## config.mk

```make
export PLATFORM = sky130hd
export DESIGN_NAME = sacm_divider
export DESIGN_NICKNAME = d
export VERILOG_FILES = /design/src/rtl/core/set_assoc_cache_miss_classifier_core_macros.svh /design/src/rtl/core/sacm_pkg.sv /design/src/rtl/core/sacm_divider.sv
export SDC_FILE = /design/constraint.sdc
export NUM_CORES = 1
export LEC_CHECK = 0
export BUFFER_PORTS_ARGS = -buffer_cell sky130_fd_sc_hd__buf_4
export CORE_AREA = 2 2 120 151
export DETAILED_ROUTE_END_ITERATION = 16
export DIE_AREA = 0 0 122 153
export PLACE_DENSITY = 0.65
export SYNTH_ARGS = -nofsm -noshare
export SYNTH_HDL_FRONTEND = slang
export SYNTH_SLANG_ARGS = --single-unit
```

## constraint.sdc

```tcl
create_clock -name aclk -period 9.75 [get_ports aclk]
set_clock_uncertainty 0.15 [all_clocks]
set_input_delay 1.95 -clock aclk [delete_from_list [all_inputs] [get_ports aclk]]
set_output_delay 1.95 -clock aclk [all_outputs]
set_load 0.02 [all_outputs]
```

## src/rtl/core/set_assoc_cache_miss_classifier_core_macros.svh

```systemverilog
// assertion macros shared by the cache classifier core
`ifndef SET_ASSOC_CACHE_MISS_CLASSIFIER_CORE_MACROS_SVH
`define SET_ASSOC_CACHE_MISS_CLASSIFIER_CORE_MACROS_SVH

// implication checked on every clock edge outside reset
`define SACM_ASSERT_IMP(label, clk, rstn, ante, cons) \
    label: assert property (@(posedge clk) disable iff (!rstn) (ante) |-> (cons)) \
        else $error("assertion failed");

// next-cycle implication outside reset
`define SACM_ASSERT_NEXT(label, clk, rstn, ante, cons) \
    label: assert property (@(posedge clk) disable iff (!rstn) (ante) |=> (cons)) \
        else $error("assertion failed");

`endif

```

## src/rtl/core/sacm_pkg.sv

```systemverilog
// ----------------------------------------------------------------------------
// sacm_pkg
// shared types and constants of the cache miss classifier
// ----------------------------------------------------------------------------
package sacm_pkg;
    localparam int ADDR_W = 31;
    localparam int CNT_W  = 32;
    localparam int SETC_W = 11;
    localparam int WAYS_W = 4;

    localparam logic [1:0] KIND_NONE       = 2'd0;
    localparam logic [1:0] KIND_COMPULSORY = 2'd1;
    localparam logic [1:0] KIND_CONFLICT   = 2'd2;
    localparam logic [1:0] KIND_CAPACITY   = 2'd3;

    localparam logic [0:0] REG_SET_COUNT = 1'd0;
    localparam logic [0:0] REG_WAYS      = 1'd1;

    localparam logic [15:0] LFSR_SEED = 16'hACE1;
    localparam logic [15:0] LFSR_MASK = 16'hB400;

    // divider request and reply
    typedef struct packed {
        logic        start;
        logic [31:0] dividend;
        logic [31:0] divisor;
    } div_req_t;

    typedef struct packed {
        logic        done;
        logic [31:0] rem;
    } div_rsp_t;
endpackage

```

## src/rtl/core/sacm_divider.sv

```systemverilog
// ----------------------------------------------------------------------------
// sacm_divider
// restoring remainder unit, one quotient bit per cycle
// ----------------------------------------------------------------------------
module sacm_divider (
    input  logic              aclk,
    input  logic              aresetn,
    input  sacm_pkg::div_req_t req,
    output sacm_pkg::div_rsp_t rsp
);
    import sacm_pkg::*;

    logic        busy_reg;
    logic [5:0]  cnt_reg;
    logic [31:0] num_reg;
    logic [31:0] den_reg;
    logic [31:0] rem_reg;
    logic        done_reg;
    logic [32:0] shifted;
    logic [32:0] diff;

    assign shifted = {rem_reg, num_reg[31]};
    assign diff    = shifted - {1'b0, den_reg};

    // control
    always_ff @(posedge aclk) begin
        if (!aresetn) begin
            busy_reg <= 1'b0;
            done_reg <= 1'b0;
            cnt_reg  <= '0;
        end else begin
            done_reg <= 1'b0;
            if (req.start) begin
                busy_reg <= 1'b1;
                cnt_reg  <= 6'd32;
            end else if (busy_reg) begin
                cnt_reg <= cnt_reg - 6'd1;
                if (cnt_reg == 6'd1) begin
                    busy_reg <= 1'b0;
                    done_reg <= 1'b1;
                end
            end
        end
    end

    // datapath
    always_ff @(posedge aclk) begin
        if (req.start) begin
            num_reg <= req.dividend;
            den_reg <= req.divisor;
            rem_reg <= '0;
        end else if (busy_reg) begin
            num_reg <= {num_reg[30:0], 1'b0};
            rem_reg <= diff[32] ? shifted[31:0] : diff[31:0];
        end
    end

    assign rsp.done = done_reg;
    assign rsp.rem  = rem_reg;
endmodule

```

* After elaboration in Yosys (flattened, before gate mapping)
Cells that the tools add are included.
** Storage, ports and cells
- Bits in registers :: 104
- Bits in latches :: 0
- RAM bits :: 0
- Input bits :: 67
- Memories kept :: 0
- Memory bits (read-only) :: 0
** Cells by class
- Equality and inequality tests :: 1
- Muxes and demuxes :: 9
- Bitwise gates (word level) :: 2
- Add/sub/neg operators :: 2
- Shifts and indexed selects :: 0
- Reductions and logical operators :: 3
- Order comparisons :: 0
- Multipliers :: 0
- Div/mod/pow operators :: 0
** Operators with widths (number)
- $mux W32 :: 3
- $sub A33 B32 Y33 :: 1
- $mux W6 :: 2
- $eq A6 B1 Y1 const B :: 1
- $sub A6 B1 Y6 const B :: 1
- $mux W1 :: 4
- $reduce_or A3 Y1 :: 1
- $not A1 Y1 :: 2
- $reduce_bool A2 Y1 :: 1
- $reduce_or A2 Y1 :: 1

* Depth between registers and ports, before layout
- Depth in word-level cells :: 4
- Gate-level depth with buffers :: 13

* Least setup slack after synthesis
No wires, ideal clock.
- Path kind :: input to register
- Start point :: input req[64] in the netlist's numbering
- End point :: register num_reg[0], enable pin
- Path slack :: 6.008 ns
- Data arrival time :: 3.202 ns
- Stages :: 3
- Data required time :: 9.211 ns
- Cell sequence :: clkbuf_1 clkinv_1 nand2_1
** Between the ends
- Cells in the longest elaborated chain, start to end :: 1
** RTL lines
- start, declared :: RTL line sacm_divider.sv:8 : input sacm_pkg::div_req_t req,
- $reduce_bool A2 Y1 (no line)
- end signal, assigned :: RTL line sacm_divider.sv:49 : num_reg <= req.dividend;
- end signal, assigned :: RTL line sacm_divider.sv:53 : num_reg <= {num_reg[30:0], 1'b0};
- end, declared :: RTL line sacm_divider.sv:15 : logic [31:0] num_reg;
No other way between the ends.
A chain may end at the register's enable or synchronous reset.

* Worst setup path in the final report
- Start point :: register num_reg[31]
- End point :: register rem_reg[23]
** Between the ends
- Cells in the longest elaborated chain, start to end :: 2
** RTL lines
- $sub A33 B32 Y33 :: RTL line sacm_divider.sv:23 : assign diff = shifted - {1'b0, den_reg};
- $mux W32 :: RTL line sacm_divider.sv:54 : rem_reg <= diff[32] ? shifted[31:0] : diff[31:0];
- end signal, assigned :: RTL line sacm_divider.sv:54
- end, declared :: RTL line sacm_divider.sv:17 : logic [31:0] rem_reg;
No other way between the ends.

==> flow_metrics.env <==
export IMPL_peakVddDrop_mv=0.0791
export IMPL_cts_hold_fix_buffers=0
export IMPL_period_share_pct=40.1
export IMPL_chipWidth_um=122
export IMPL_cp_end_kind="flop"
export IMPL_core_sq_um=17200
export IMPL_layout_drive_gt1_share_pct=24.3
export IMPL_layout_setup_ws_ns=5.84
export IMPL_dp_hpwl_um=9300
export IMPL_num_rows=54
export IMPL_path_cells="inv_1 -> ha_1 -> fa_1 -> nand2b_1 -> a21oi_2 -> o21ai_4 -> o311ai_4 -> a41oi_4 -> xnor2_4 -> buf_4 -> mux2i_1 -> a211oi_1"
export IMPL_cts_buffer_depth=2
export IMPL_synth_xor_area_share_pct=5.47
export IMPL_syn_area_sq_um=5940
export IMPL_syn_nets=671
export IMPL_synth_top_family_by_area="compound AO/OA/AOI/OAI gates"
export IMPL_hold_class="flop to flop"
export IMPL_synth_edff_count=64
export IMPL_ant_nets=0
export IMPL_grt_start_max_net_pins=63
export IMPL_synth_cell_types=58
export IMPL_setup_violations=0
export IMPL_grt_pass1_wl_um=21200
export IMPL_grt_pass1_vias=4328
export IMPL_dieArea_sq_um=18700
export IMPL_drt_pre_antenna_iters=7
export IMPL_slew_viol_final=0
export IMPL_status="completed"
export IMPL_slew_headroom_pct=48.0
export IMPL_cts_setup_buffers=0
export IMPL_gp_congestion=0.872
export IMPL_slowest_delay_ns=0.66
export IMPL_num_io_pins=100
export IMPL_final_hold_viol_count=0
export IMPL_h_tree_depth=3
export IMPL_grt_ovfl_total=0
export IMPL_port_buffers=99
export IMPL_wl_um=12800
export IMPL_via_count=4397
export IMPL_antenna_found_initial=0
export IMPL_route_detailed_drc=0
export IMPL_tightestPinTransition_ns=0.780
export IMPL_synth_fa_ha_area_share_pct=7.49
export IMPL_seq_area_frac_synth_pct=45.8
export IMPL_crit_fanout=22
export IMPL_synth_seq_cells=104
export IMPL_synthArstFlopShare_pct=0
export IMPL_nNetsFinal=759
export IMPL_cts_sinks=104
export IMPL_arrival_ns=3.97
export IMPL_maxCapViolCount=0
export IMPL_diodes=0
export IMPL_worstSetupPathType="flop to flop"
export IMPL_worstSkewPairLatency_ns=0.36
export IMPL_wire_per_inst_um=14.4
export IMPL_synthMuxAreaShare_pct=9.58
export IMPL_synth_area_per_cell_sq_um=10.4
export IMPL_synth_compound_area_share_pct=16.1
export IMPL_synth_simple_gate_area_share_pct=10.7
export IMPL_power_density_nw_per_um2=159
export IMPL_crit_family="compound AO/OA/AOI/OAI gates"
export IMPL_vias_per_cell=4.96
export IMPL_slowest_stage="xnor2_4"
export IMPL_p_total_mw=1.14
export IMPL_cts_tree="built"
export IMPL_postSynthCellCount=569
export IMPL_grtUsageTotal_pct=14.4
export IMPL_clockRootBuffer="clkbuf_16"
export IMPL_dp_slack_ns=5.81
export IMPL_dp_cells=870
export IMPL_fin_util_pct=41.5
export IMPL_period_minus_slack_ns=3.91
export IMPL_ys_warn_count=0
export IMPL_ctsResizeCount=0
export IMPL_cts_inserted_buffers=9
export IMPL_syn_to_final_growth_pct=20.4
export IMPL_cp_required_ns=9.81
export IMPL_die_y_um=153
export IMPL_power_leakage_nw=2.91
export IMPL_worst_path_buf_inv=2
export IMPL_synth_ff_type="edfxtp_1"
export IMPL_fmax_ghz=0.256
export IMPL_floorplan_initialDensity_pct=34.5
export IMPL_finalSetupTns_ns=0
export IMPL_clkTransAtPathRegs_ns=0.08
export IMPL_rsz0062_at_grt="false"
export IMPL_crit_path_start_kind="flop"
export IMPL_drtIter0Drc=283
export IMPL_finalNonFillerCells=886
[power breakdown]
part | leakage (nW) | switching (mW) | internal (mW)
Sequential | 0.964 | 0.0189 | 0.507
Combinational | 1.81 | 0.138 | 0.117
Clock | 0.135 | 0.177 | 0.180
[Yosys cell counts, types with 2 or more instances]
| library cell | count | share of area [%] |
|---|---|---|
| a211o_1 | 2 | 0.29 |
| a211oi_1 | 23 | 2.9 |
| a211oi_2 | 2 | 0.42 |
| a21boi_0 | 2 | 0.25 |
| a21o_1 | 10 | 1.3 |
| a21oi_1 | 32 | 2.7 |
| a31o_2 | 2 | 0.29 |
| a31oi_1 | 12 | 1.3 |
| a41oi_1 | 3 | 0.44 |
| and2_1 | 5 | 0.53 |
| and3_1 | 4 | 0.42 |
| buf_1 | 2 | 0.13 |
| buf_6 | 2 | 0.38 |
| clkbuf_1 | 19 | 1.2 |
| dfxtp_1 | 40 | 13 |
| edfxtp_1 | 64 | 32 |
| ha_1 | 34 | 7.2 |
| inv_1 | 40 | 2.5 |
| mux2_2 | 31 | 5.9 |
| mux2i_1 | 22 | 3.7 |
| nand2_1 | 35 | 2.2 |
| nand2b_1 | 6 | 0.63 |
| nand3_1 | 6 | 0.51 |
| nand4_1 | 6 | 0.63 |
| nor2_1 | 48 | 3.0 |
| nor2b_1 | 8 | 0.84 |
| nor3_1 | 11 | 0.93 |
| nor4_1 | 2 | 0.21 |
| o2111ai_1 | 3 | 0.44 |
| o211ai_1 | 7 | 0.88 |
| o21a_1 | 2 | 0.25 |
| o21ai_0 | 20 | 1.7 |
| o21ai_1 | 3 | 0.25 |
| o21bai_1 | 4 | 0.51 |
| o31a_1 | 2 | 0.29 |
| xnor2_1 | 22 | 3.2 |
| xor2_1 | 12 | 1.8 |
[worst register-to-register path, cell delays in order (launching register included)]
cell      delay, ns
edfxtp_1       0.35
inv_1          0.05
ha_1           0.22
fa_1           0.41
nand2b_1       0.19
a21oi_2        0.21
o21ai_4        0.12
o311ai_4       0.38
a41oi_4        0.23
xnor2_4        0.66
buf_4          0.40
mux2i_1        0.28
a211oi_1       0.10
[worst paths after layout]
path	startpoint	to	slack [ns]	depth (start not counted)
worst min register to register	rem_reg[1]	rem_reg[1]	0.36	2
worst max register to register	num_reg[31]	rem_reg[23]	5.84	12
worst max-delay path	num_reg[31]	rem_reg[23]	5.84	12
worst min-delay path	rem_reg[1]	rem_reg[1]	0.36	2
[cell families (layout without fill, tap and decap cells)]
logic type                 after synthesis  in the layout
AOI/OAI and AO/OA                      138            138
and+or+nand+nor                        137            137
DFF                                    104            104
buffers and inverters                   67            160
muxes                                   53             53
adders and majority gates               35             35
xor gates and xnor gates                35             35
[per-stage QoR]
step | hold WS, ns | instance area (sq um)
after floorplan | 0.319 | 5940
after global placement | 0.334 | 6870
after detailed placement | 0.350 | 6870
after CTS | 0.364 | 7160
after global routing | 0.378 | 7160
final | 0.362 | 7160
[layer usage]
| layer | vias to the layer above | GRT usage, % | part of all wire, % | routed length [um] |
|---|---|---|---|---|
| met4 | 0 | 4.87 | 1.6 | 199 |
| li1 | 2243 | - | - | - |
| met5 | - | 0 | 0 | 0 |
| met2 | 94 | 23.5 | 49 | 6200 |
| met3 | 14 | 5.04 | 6.2 | 787 |
| met1 | 2046 | 17.4 | 44 | 5570 |
[layout make-up]
| type | count | area (sq um) |
|---|---|---|
| timing repair buffer | 103 | 773 |
| sequential | 104 | 2720 |
| fill | 1672 | 10100 |
| clock inverter | 6 | 57.6 |
| clock buffer | 10 | 229 |
| tap | 224 | 280 |
| multi-input combinational | 398 | 2940 |
| inverter | 41 | 154 |
[cells in the final DEF, fill, tap and decap left out, drive strengths merged, types with 3 or more instances in the layout]
cell       n
edfxtp    64
and3       4
nor3      11
o211ai     7
nor2b      8
mux2i     22
nand2     35
a211oi    25
a21o      10
mux2      31
and2       5
xor2      12
a41oi      4
dfxtp     40
nand2b     6
buf      103
o21ai     24
inv       44
a21oi     33
o21bai     4
clkbuf    10
nor2      48
o2111ai    3
xnor2     23
a31oi     12
ha        34
nand3      6
nand4      6
No activity file was read; power rests on OpenSTA's default activity.
